`src/rtl/core/prs_pkg.sv`:
```
package prs_pkg;

    localparam int MAX_NUMBER_DEF = 1024;
    localparam int NUM_W          = 10;
    localparam int ADDR_W         = 3;
    localparam int DATA_W         = 32;
    localparam int QUEUE_DEPTH    = 2;
    localparam int BASE_FIRST     = 2;

    localparam logic [NUM_W-1:0] LIMIT_RESET = 10'd1023;

    localparam logic CMD_BUILD = 1'b0;
    localparam logic CMD_QUERY = 1'b1;

    localparam logic [ADDR_W-3:0] REG_UPPER_LIMIT = 1'b0;

    typedef struct packed {
        logic             is_build;
        logic [NUM_W-1:0] number;
    } t_job;

    typedef struct packed {
        logic [NUM_W-1:0] limit;
        logic             limit_wr;
    } t_cfg;

    typedef struct packed {
        logic [NUM_W-1:0] number_echo;
        logic             is_prime;
        logic             in_range;
        logic             ready_res;
    } t_rsp;

endpackage

```
`src/rtl/core/prs_if.sv`:
```
interface prs_req_if;
    import prs_pkg::*;

    logic             valid;
    logic             ready;
    logic             cmd;
    logic [NUM_W-1:0] query_number;

    modport source (output valid, output cmd, output query_number, input ready);
    modport sink (input valid, input cmd, input query_number, output ready);
endinterface

interface prs_rsp_if;
    import prs_pkg::*;

    logic             valid;
    logic             ready;
    logic [NUM_W-1:0] number_echo;
    logic             is_prime;
    logic             in_range;
    logic             ready_res;

    modport source (output valid, output number_echo, output is_prime, output in_range,
                    output ready_res, input ready);
    modport sink (input valid, input number_echo, input is_prime, input in_range,
                  input ready_res, output ready);
endinterface

```
`src/rtl/core/prs_regs.sv`:
```
module prs_regs (
    input  logic                          i_clk,
    input  logic                          i_rst_n,
    input  logic                          psel,
    input  logic                          penable,
    input  logic                          pwrite,
    input  logic [prs_pkg::ADDR_W-1:0]    paddr,
    input  logic [prs_pkg::DATA_W-1:0]    pwdata,
    output logic [prs_pkg::DATA_W-1:0]    prdata,
    output logic                          pready,
    output prs_pkg::t_cfg                 o_cfg
);
    import prs_pkg::*;

    logic [NUM_W-1:0] r_limit;
    logic [NUM_W-1:0] n_limit;
    logic             wr_hit;

    assign pready = 1'b1;
    assign wr_hit = psel && penable && pwrite && (paddr[ADDR_W-1:2] == REG_UPPER_LIMIT);

    always_comb begin
        n_limit = r_limit;
        if (wr_hit) begin
            n_limit = pwdata[NUM_W-1:0];
        end
    end

    always_ff @(posedge i_clk) begin
        if (!i_rst_n) begin
            r_limit <= LIMIT_RESET;
        end else begin
            r_limit <= n_limit;
        end
    end

    always_comb begin
        prdata = '0;
        if (paddr[ADDR_W-1:2] == REG_UPPER_LIMIT) begin
            prdata = DATA_W'(r_limit);
        end
    end

    assign o_cfg.limit    = r_limit;
    assign o_cfg.limit_wr = wr_hit;

endmodule

```
`src/rtl/core/prs_front.sv`:
```
module prs_front (
    input  logic          i_clk,
    input  logic          i_rst_n,
    prs_req_if.sink       i_req,
    output logic          o_job_valid,
    input  logic          i_job_ready,
    output prs_pkg::t_job o_job
);
    import prs_pkg::*;

    localparam int PW   = $clog2(QUEUE_DEPTH);
    localparam int CNTW = $clog2(QUEUE_DEPTH + 1);

    t_job              r_q [QUEUE_DEPTH];
    logic [PW-1:0]     r_wptr;
    logic [PW-1:0]     r_rptr;
    logic [CNTW-1:0]   r_count;
    logic [PW-1:0]     n_wptr;
    logic [PW-1:0]     n_rptr;
    logic [CNTW-1:0]   n_count;
    t_job              job_in;
    logic              push;
    logic              pop;

    assign job_in.is_build = (i_req.cmd == CMD_BUILD);
    assign job_in.number   = i_req.query_number;

    assign i_req.ready = (r_count != CNTW'(QUEUE_DEPTH));
    assign o_job_valid = (r_count != '0);
    assign o_job       = r_q[r_rptr];

    assign push = i_req.valid && i_req.ready;
    assign pop  = o_job_valid && i_job_ready;

    always_comb begin
        n_wptr  = push ? r_wptr + PW'(1) : r_wptr;
        n_rptr  = pop ? r_rptr + PW'(1) : r_rptr;
        n_count = r_count + CNTW'(push) - CNTW'(pop);
    end

    always_ff @(posedge i_clk) begin
        if (!i_rst_n) begin
            r_wptr  <= '0;
            r_rptr  <= '0;
            r_count <= '0;
        end else begin
            r_wptr  <= n_wptr;
            r_rptr  <= n_rptr;
            r_count <= n_count;
        end
    end

    always_ff @(posedge i_clk) begin
        if (push) begin
            r_q[r_wptr] <= job_in;
        end
    end

    a_count_bound: assert property (@(posedge i_clk) disable iff (!i_rst_n)
        r_count <= CNTW'(QUEUE_DEPTH))
        else $error("queue count beyond depth");

    a_ptr_gap: assert property (@(posedge i_clk) disable iff (!i_rst_n)
        (r_count == '0) |-> (r_wptr == r_rptr))
        else $error("empty queue with unequal pointers");

    a_full_stall: assert property (@(posedge i_clk) disable iff (!i_rst_n)
        (r_count == CNTW'(QUEUE_DEPTH)) |-> !i_req.ready)
        else $error("full queue still accepting");

endmodule

```
`src/rtl/core/prs_back.sv`:
```
module prs_back #(
    parameter int MAX_NUMBER = prs_pkg::MAX_NUMBER_DEF
) (
    input  logic          i_clk,
    input  logic          i_rst_n,
    input  prs_pkg::t_cfg i_cfg,
    input  logic          i_job_valid,
    output logic          o_job_ready,
    input  prs_pkg::t_job i_job,
    prs_rsp_if.source     o_rsp
);
    import prs_pkg::*;

    localparam int AW      = $clog2(MAX_NUMBER);
    localparam int CW      = NUM_W + 1;
    localparam int SQW     = 2 * NUM_W;
    localparam int LIM_CAP = (MAX_NUMBER - 1 > 1023) ? 1023 : MAX_NUMBER - 1;

    localparam logic [2:0] ST_IDLE  = 3'd0;
    localparam logic [2:0] ST_CLEAR = 3'd1;
    localparam logic [2:0] ST_TEST  = 3'd2;
    localparam logic [2:0] ST_MARK  = 3'd3;
    localparam logic [2:0] ST_SRD   = 3'd4;
    localparam logic [2:0] ST_SCHK  = 3'd5;
    localparam logic [2:0] ST_QRD   = 3'd6;
    localparam logic [2:0] ST_DONE  = 3'd7;

    logic             r_map [MAX_NUMBER];
    logic             r_rdata;

    logic [2:0]       r_state,     n_state;
    logic [CW-1:0]    r_addr,      n_addr;
    logic [NUM_W-1:0] r_base,      n_base;
    logic [NUM_W-1:0] r_lim,       n_lim;
    logic [NUM_W-1:0] r_num,       n_num;
    logic             r_is_build,  n_is_build;
    logic             r_built,     n_built;
    logic             r_out_valid, n_out_valid;
    t_rsp             r_out,       n_out;

    logic             mem_we;
    logic             mem_wdata;
    logic [AW-1:0]    mem_waddr;
    logic             mem_re;
    logic [AW-1:0]    mem_raddr;
    logic [NUM_W-1:0] eff_lim;
    logic [CW-1:0]    lim_ext;
    logic [SQW-1:0]   base_sq;
    logic             q_inr;

    assign eff_lim = (i_cfg.limit > NUM_W'(LIM_CAP)) ? NUM_W'(LIM_CAP) : i_cfg.limit;
    assign lim_ext = CW'(r_lim);
    assign base_sq = SQW'(r_base) * SQW'(r_base);
    assign q_inr   = (r_num >= NUM_W'(BASE_FIRST)) && (r_num <= r_lim);

    assign o_job_ready = (r_state == ST_IDLE);

    always_comb begin
        n_state     = r_state;
        n_addr      = r_addr;
        n_base      = r_base;
        n_lim       = r_lim;
        n_num       = r_num;
        n_is_build  = r_is_build;
        n_built     = r_built;
        n_out_valid = r_out_valid;
        n_out       = r_out;
        mem_we      = 1'b0;
        mem_wdata   = 1'b0;
        mem_waddr   = AW'(r_addr);
        mem_re      = 1'b0;
        mem_raddr   = AW'(r_addr);

        if (r_out_valid && o_rsp.ready) begin
            n_out_valid = 1'b0;
        end
        if (i_cfg.limit_wr) begin
            n_built = 1'b0;
        end

        unique case (r_state)
            ST_IDLE: begin
                if (i_job_valid) begin
                    n_lim      = eff_lim;
                    n_is_build = i_job.is_build;
                    n_num      = i_job.number;
                    if (i_job.is_build) begin
                        n_addr  = CW'(BASE_FIRST);
                        n_state = ST_CLEAR;
                    end else begin
                        mem_re    = 1'b1;
                        mem_raddr = AW'(i_job.number);
                        n_state   = ST_QRD;
                    end
                end
            end
            ST_CLEAR: begin
                if (r_addr > lim_ext) begin
                    n_base  = NUM_W'(BASE_FIRST);
                    n_state = ST_TEST;
                end else begin
                    mem_we    = 1'b1;
                    mem_wdata = 1'b0;
                    n_addr    = r_addr + CW'(1);
                end
            end
            ST_TEST: begin
                if (base_sq <= SQW'(r_lim)) begin
                    n_addr  = CW'(r_base) + CW'(r_base);
                    n_state = ST_MARK;
                end else begin
                    n_state = ST_DONE;
                end
            end
            ST_MARK: begin
                if (r_addr > lim_ext) begin
                    n_addr  = CW'(r_base) + CW'(1);
                    n_state = ST_SRD;
                end else begin
                    mem_we    = 1'b1;
                    mem_wdata = 1'b1;
                    n_addr    = r_addr + CW'(r_base);
                end
            end
            ST_SRD: begin
                if (r_addr > lim_ext) begin
                    n_state = ST_DONE;
                end else begin
                    mem_re  = 1'b1;
                    n_state = ST_SCHK;
                end
            end
            ST_SCHK: begin
                if (!r_rdata) begin
                    n_base  = r_addr[NUM_W-1:0];
                    n_state = ST_TEST;
                end else begin
                    n_addr  = r_addr + CW'(1);
                    n_state = ST_SRD;
                end
            end
            ST_QRD: begin
                n_state = ST_DONE;
            end
            ST_DONE: begin
                if (!r_out_valid || o_rsp.ready) begin
                    n_out_valid = 1'b1;
                    n_state     = ST_IDLE;
                    if (r_is_build) begin
                        n_built           = 1'b1;
                        n_out.number_echo = i_cfg.limit;
                        n_out.is_prime    = 1'b0;
                        n_out.in_range    = 1'b0;
                        n_out.ready_res   = 1'b1;
                    end else begin
                        n_out.number_echo = r_num;
                        n_out.is_prime    = q_inr && r_built && !r_rdata;
                        n_out.in_range    = q_inr;
                        n_out.ready_res   = r_built;
                    end
                end
            end
        endcase
    end

    always_ff @(posedge i_clk) begin
        if (!i_rst_n) begin
            r_state     <= ST_IDLE;
            r_base      <= NUM_W'(BASE_FIRST);
            r_built     <= 1'b0;
            r_out_valid <= 1'b0;
        end else begin
            r_state     <= n_state;
            r_base      <= n_base;
            r_built     <= n_built;
            r_out_valid <= n_out_valid;
        end
    end

    always_ff @(posedge i_clk) begin
        r_addr     <= n_addr;
        r_lim      <= n_lim;
        r_num      <= n_num;
        r_is_build <= n_is_build;
        r_out      <= n_out;
    end

    always_ff @(posedge i_clk) begin
        if (mem_we) begin
            r_map[mem_waddr] <= mem_wdata;
        end
    end

    always_ff @(posedge i_clk) begin
        if (mem_re) begin
            r_rdata <= r_map[mem_raddr];
        end
    end

    assign o_rsp.valid       = r_out_valid;
    assign o_rsp.number_echo = r_out.number_echo;
    assign o_rsp.is_prime    = r_out.is_prime;
    assign o_rsp.in_range    = r_out.in_range;
    assign o_rsp.ready_res   = r_out.ready_res;

    a_write_state: assert property (@(posedge i_clk) disable iff (!i_rst_n)
        mem_we |-> ((r_state == ST_CLEAR) || (r_state == ST_MARK)))
        else $error("map write outside clear or mark");

    a_write_bound: assert property (@(posedge i_clk) disable iff (!i_rst_n)
        mem_we |-> (r_addr <= lim_ext))
        else $error("map write beyond limit");

    a_base_floor: assert property (@(posedge i_clk) disable iff (!i_rst_n)
        r_base >= NUM_W'(BASE_FIRST))
        else $error("sieve base below two");

    a_rsp_source: assert property (@(posedge i_clk) disable iff (!i_rst_n)
        $rose(r_out_valid) |-> ($past(r_state) == ST_DONE))
        else $error("result raised outside done");

endmodule

```
`src/rtl/core/prime_sieve_engine_top.sv`:
```
// Query: the map read is issued on acceptance; in ST_DONE the result is
// registered once the output is free; a new query waits for idle again.
// Build: clear 2..limit, then per base a test, a mark pass over its
// multiples and a candidate search; the map takes one access a cycle.
// Reset (sync, active low) clears control state, sets upper_limit to 1023;
// the map itself is not cleared at reset: each build clears 2..limit first.
module prime_sieve_engine_top #(
    parameter int MAX_NUMBER = prs_pkg::MAX_NUMBER_DEF
) (
    input  logic                       i_clk,
    input  logic                       i_rst_n,
    prs_req_if.sink                    i_req,
    prs_rsp_if.source                  o_rsp,
    input  logic                       psel,
    input  logic                       penable,
    input  logic                       pwrite,
    input  logic [prs_pkg::ADDR_W-1:0] paddr,
    input  logic [prs_pkg::DATA_W-1:0] pwdata,
    output logic [prs_pkg::DATA_W-1:0] prdata,
    output logic                       pready
);
    import prs_pkg::*;

    t_cfg cfg;
    t_job job;
    logic job_valid;
    logic job_ready;

    prs_regs u_regs (
        .i_clk   (i_clk),
        .i_rst_n (i_rst_n),
        .psel    (psel),
        .penable (penable),
        .pwrite  (pwrite),
        .paddr   (paddr),
        .pwdata  (pwdata),
        .prdata  (prdata),
        .pready  (pready),
        .o_cfg   (cfg)
    );

    prs_front u_front (
        .i_clk       (i_clk),
        .i_rst_n     (i_rst_n),
        .i_req       (i_req),
        .o_job_valid (job_valid),
        .i_job_ready (job_ready),
        .o_job       (job)
    );

    prs_back #(
        .MAX_NUMBER (MAX_NUMBER)
    ) u_back (
        .i_clk       (i_clk),
        .i_rst_n     (i_rst_n),
        .i_cfg       (cfg),
        .i_job_valid (job_valid),
        .o_job_ready (job_ready),
        .i_job       (job),
        .o_rsp       (o_rsp)
    );

endmodule
```
`src/flat_wrapper.sv`:
```
// flat-port wrapper written by rule: the top's interface ports become plain ports
module prime_sieve_engine_top_flat import prs_pkg::*;
#(
    parameter int MAX_NUMBER = prs_pkg::MAX_NUMBER_DEF
)
  (i_clk, i_rst_n, psel, penable, pwrite, paddr, pwdata, prdata, pready, i_req_valid, i_req_cmd, i_req_query_number, i_req_ready, o_rsp_valid, o_rsp_number_echo, o_rsp_is_prime, o_rsp_in_range, o_rsp_ready_res, o_rsp_ready);
  prs_req_if i_req_i ();
  prs_rsp_if o_rsp_i ();
  input  logic i_clk;
  input  logic i_rst_n;
  input  logic psel;
  input  logic penable;
  input  logic pwrite;
  input  logic [prs_pkg::ADDR_W-1:0] paddr;
  input  logic [prs_pkg::DATA_W-1:0] pwdata;
  output logic [prs_pkg::DATA_W-1:0] prdata;
  output logic pready;
  input wire logic [$bits(i_req_i.valid)-1:0] i_req_valid;
  input wire logic [$bits(i_req_i.cmd)-1:0] i_req_cmd;
  input wire logic [$bits(i_req_i.query_number)-1:0] i_req_query_number;
  output wire logic [$bits(i_req_i.ready)-1:0] i_req_ready;
  output wire logic [$bits(o_rsp_i.valid)-1:0] o_rsp_valid;
  output wire logic [$bits(o_rsp_i.number_echo)-1:0] o_rsp_number_echo;
  output wire logic [$bits(o_rsp_i.is_prime)-1:0] o_rsp_is_prime;
  output wire logic [$bits(o_rsp_i.in_range)-1:0] o_rsp_in_range;
  output wire logic [$bits(o_rsp_i.ready_res)-1:0] o_rsp_ready_res;
  input wire logic [$bits(o_rsp_i.ready)-1:0] o_rsp_ready;
  assign i_req_i.valid = i_req_valid;
  assign i_req_i.cmd = i_req_cmd;
  assign i_req_i.query_number = i_req_query_number;
  assign i_req_ready = i_req_i.ready;
  assign o_rsp_valid = o_rsp_i.valid;
  assign o_rsp_number_echo = o_rsp_i.number_echo;
  assign o_rsp_is_prime = o_rsp_i.is_prime;
  assign o_rsp_in_range = o_rsp_i.in_range;
  assign o_rsp_ready_res = o_rsp_i.ready_res;
  assign o_rsp_i.ready = o_rsp_ready;
  prime_sieve_engine_top #(.MAX_NUMBER(MAX_NUMBER)) u_core (.i_clk(i_clk), .i_rst_n(i_rst_n), .i_req(i_req_i), .o_rsp(o_rsp_i), .psel(psel), .penable(penable), .pwrite(pwrite), .paddr(paddr), .pwdata(pwdata), .prdata(prdata), .pready(pready));
endmodule
```
`config.mk`:
```
export PLATFORM = sky130hd
export DESIGN_NAME = prime_sieve_engine_top_flat
export DESIGN_NICKNAME = d
export VERILOG_FILES = /design/src/rtl/core/prs_pkg.sv /design/src/rtl/core/prs_if.sv /design/src/rtl/core/prs_regs.sv /design/src/rtl/core/prs_front.sv /design/src/rtl/core/prs_back.sv /design/src/rtl/core/prime_sieve_engine_top.sv /design/src/flat_wrapper.sv
export SDC_FILE = /design/constraint.sdc
export NUM_CORES = 2
export LEC_CHECK = 0
export BUFFER_PORTS_ARGS = -buffer_cell sky130_fd_sc_hd__clkbuf_2
export CAP_MARGIN = 20
export CELL_PAD_IN_SITES_DETAIL_PLACEMENT = 0
export CELL_PAD_IN_SITES_GLOBAL_PLACEMENT = 1
export CORE_ASPECT_RATIO = 1.2
export CORE_MARGIN = 5
export CORE_UTILIZATION = 40
export CTS_CLUSTER_SIZE = 10
export DETAILED_ROUTE_END_ITERATION = 10
export HOLD_SLACK_MARGIN = 0.06
export PLACE_DENSITY_LB_ADDON = 0.1
export SLEW_MARGIN = 10
export SYNTH_ARGS = -nofsm -noshare
export SYNTH_HDL_FRONTEND = slang
export SYNTH_SLANG_ARGS = --single-unit
```
`constraint.sdc`:
```
create_clock -name i_clk -period 30.4 [get_ports i_clk]
set_clock_uncertainty 0.1 [all_clocks]
set_input_delay 3.04 -clock i_clk [delete_from_list [all_inputs] [get_ports i_clk]]
set_output_delay 3.04 -clock i_clk [all_outputs]
set_load 0.01 [all_outputs]
```
==> results.md <==
* Fin cells at 6,655
* Postcts setup bufs at 0
* Vias in the first global route at 37,260
* Post-Layout Inst Area at 0.05952 sq mm
* DR vias at 38,820
* All-Layer GR Usage at 25.72%
* First-pass GRT wire length at 264,400 um
* Hold Buf Count CTS at 0
* Cell Area, Placed at 0.05561 sq mm
* Setup-failing EPs final at 0
* Actual slew at the worst max-slew pin at 1.198 ns
* Max stage delay on crit path at 0.70 ns
* F_max at 124.5 MHz
* Post-synth EDFFs at 1,092
* Detail Placement HPWL at 101,700 um
* Root buffer cell: clkbuf_16
* Sw Ratio at 42.64%
* CTS tree: yes
* Crit Path Category: register to register
* Antenna violations before repair at 2
* TritonCTS Sinks at 1,122
* Worst path cell trace: buf_4 -> mux2i_4 -> inv_2 -> or4_4 -> nand2_4 -> buf_4 -> buf_4 -> buf_4 -> buf_4 -> nand2_1 -> a32oi_1 -> nand3_1 -> and3_1 -> nor4b_1 -> nor4b_1 -> a211o_1 -> o311ai_1
* Leak at 20.16 nW
* Ports at 101
* Crit path arrival time at 8.36 ns
* Final Routed Wirelength at 185,400 um
* Clk_lat worst skew at 0.76 ns
* Worst Path Buf+Inv at 6
* Num CTS Buffers at 133
* Final Total Pwr at 0.005444 W
* Share of layout cells above drive strength 1 at 8.940%
* Residual DRC at 0
* Final min period at 8.031 ns
* Power Internal at 0.003123 W
* Cell count after synthesis at 4,929
* Drt pass-1 iters at 8
* Port bufs at 53
* End point of the worst hold path: u_core.u_back.r_lim[2]$_SDFFCE_PN1P_
* CP max-delay cell: buf_4
* Synthesized area per cell at 10.89 sq um
* # fillers at 12,750
* Die width at 344.4 um
* Global route total overflow at 0
* Combinational share of power at 40.8%
* Placed Cells at 6,468
* Maximum VDD drop at 0.1115 mV
* Worst reg2reg path depth at 17
* Synth unique cells at 87
* Tcrit/Tclk final at 26.42%
* Worst-path clk slew at 0.05 ns
* Fin. max-slew vios at 0
* WHS Path Cells at 0
* Rel. slew slack at 20.14%
* Placeable Area at 0.1335 sq mm
* Top FF cell, synth: edfxtp_1
* Die Span Y at 411.3 um
* Setup TNS at 0 ns
* Final core occ at 44.57%
* H-tree lvl count at 4
* Crit-path leading delay family: buffers and inverters
* Sequential share of power at 33.0%
* Initial DRC Count at 3,747
* Unrepaired setup endpoints after global routing: false
* Nets@finish at 5,018
* Post-DR wirelength/cell at 27.86 um
* Final hold vios at 0
* Crit end category: register
* Switching power at 0.002322 W
* Critical Path RT at 30.73 ns
* Maximum root-to-sink buffer count at 3
* Hold Startpoint: u_core.u_regs.r_limit[2]$_SDFFE_PN1P_
* Max-cap check violation count at 0
* Most used cell, CP: buf_4
* R2R setup slack at 22.37 ns
* Largest net degree at the start of global routing at 258
* DIE AREA at 0.1417 sq mm
* Synth-to-Final Area Change at 10.87%
* Placer Congestion at 0.8019
* Status: finished clean
* Mapped Area at 0.05368 sq mm
* Startpoint Class: register
* Hold crit path type: register to register
* Clock power share at 26.2%
* Antenna viol nets, final at 0
* Sequential area share after synthesis at 62.20%
* Post-DR vias/cell at 5.833
* Starting Density at 40.20%
* Synth warnings at 0
* Async S/R FF share, synth at 0%
* Row cnt at 147
* Post-CTS resize count at 0
* Critical R2R Capture: u_core.u_back.r_rdata$_DFFE_PP_
* #FFs+latches synth at 1,122
* Pwr dens at 91.48 mW/mm^2
* Maximum fanout along the worst path at 55
==> logic make-up after synthesis <==
logic type	synth area share [%]
AND/OR/NAND/NOR	17.87
flip-flops	62.20
AO/OA/AOI/OAI	9.146
buffers and inverters	4.307
adder cells (fa/ha/maj)	3.850
multiplexers	2.140
XOR/XNOR	0.4731
other	0.01399
==> synthesized netlist by cell type, types with 26 or more instances <==
library cell / n / area (sq um)
a21oi_1: 127 / 635.6
a221oi_1: 89 / 779.5
mux2i_1: 81 / 810.8
nor2_1: 1092 / 4099
fa_1: 47 / 940.9
ha_1: 90 / 1126
o21ai_0: 62 / 310.3
dfxtp_1: 30 / 600.6
a31oi_1: 120 / 750.7
edfxtp_1: 1092 / 32790
clkbuf_1: 298 / 1119
buf_2: 84 / 420.4
buf_4: 27 / 202.7
nor3_1: 26 / 130.1
mux2_2: 28 / 315.3
nand3_1: 194 / 970.9
nor2b_1: 39 / 244.0
nand4_1: 51 / 319.1
inv_1: 91 / 341.6
a211oi_1: 41 / 307.8
a32oi_1: 54 / 473.0
and3_1: 29 / 181.4
nand2_1: 753 / 2826
and2_1: 39 / 244.0
==> final cells by class <==
| cell class | instances | area [sq um] | share of cell area (%) |
|---|---|---|---|
| diodes | 1 | 2.502 | 0.004205 |
| clock buffers | 153 | 3456 | 5.806 |
| repair buffers | 186 | 1544 | 2.594 |
| well taps | 1788 | 2237 | 3.759 |
| flip-flops and latches | 1122 | 33390 | 56.10 |
| clock inverters | 20 | 216.5 | 0.3637 |
| multi-input cells | 3293 | 18320 | 30.79 |
| inverters | 92 | 345.3 | 0.5802 |
==> power by group through the flow <==
stage               Combinational, W  Clock, W  Sequential, W
finish                       0.00222   0.00143        0.00179
detailed placement           0.00221         0        0.00183
floorplan                    0.00126         0        0.00185
global route                 0.00234   0.00151        0.00180
global placement             0.00221         0        0.00183
CTS                          0.00221   0.00146        0.00179
==> registers in the layout, summed over array words and instances (netlist names), 2 cells and up, named ones only <==
signal / count
u_core.u_regs.r_limit: 10
u_core.u_front.r_q: 22
u_core.u_back.r_base: 10
u_core.u_back.r_state: 3
u_core.u_back.r_addr: 11
u_core.u_back.o_rsp.number_echo: 10
u_core.u_front.r_count: 2
u_core.u_back.r_lim: 10
u_core.u_back.r_num: 10
u_core.u_back.r_map: 1024
==> stage by stage <==
step | hold WS, ns | setup slack (ns)
after floorplan | 0.3643 | 7.993
after global placement | 0.3879 | 22.17
after detailed placement | 0.3959 | 22.17
after CTS | 0.4179 | 22.13
after global routing | 0.4257 | 22.03
final | 0.4146 | 22.37
==> per-layer routing <==
layer	global-route usage (%)	vias up	wire [um]
met1	33.70	19920	76500
met4	8.746	0	6528
met5	0	-	0
met3	3.528	282	11380
li1	-	17270	-
met2	44.00	1344	91000
==> layout by cell type (no fill, tap or decap), types with 27 or more instances in the layout <==
cell type  netlist  routed
edfxtp_1      1092    1092
nor2_1        1092    1090
nand2_1        753     739
nand3_1        194     178
clkbuf_16        0     136
a21oi_1        127     125
a31oi_1        120     119
buf_4           27     111
inv_1           91      91
ha_1            90      90
a221oi_1        89      89
mux2i_1         81      77
o21ai_0         62      61
a32oi_1         54      54
clkbuf_2         0      53
nand4_1         51      51
fa_1            47      47
a211oi_1        41      41
nor2b_1         39      37
and2_1          39      36
dfxtp_1         30      30
and3_1          29      29
mux2_2          28      27
==> how the worst max path moves through the flow <==
stage                                          to  slack [ns]  cells after the start
2_1_floorplan  u_core.u_back.r_addr[10]$_DFFE_PP_        7.99                     27
5_1_grt           u_core.u_back.r_rdata$_DFFE_PP_       22.03                     17
3_3_place_gp   u_core.u_back.r_addr[10]$_DFFE_PP_       22.17                     22
3_5_place_dp   u_core.u_back.r_addr[10]$_DFFE_PP_       22.17                     22
6_report          u_core.u_back.r_rdata$_DFFE_PP_       22.37                     17
4_1_cts        u_core.u_back.r_addr[10]$_DFFE_PP_       22.13                     22
Note: power is estimated with default switching activity, not from simulation.
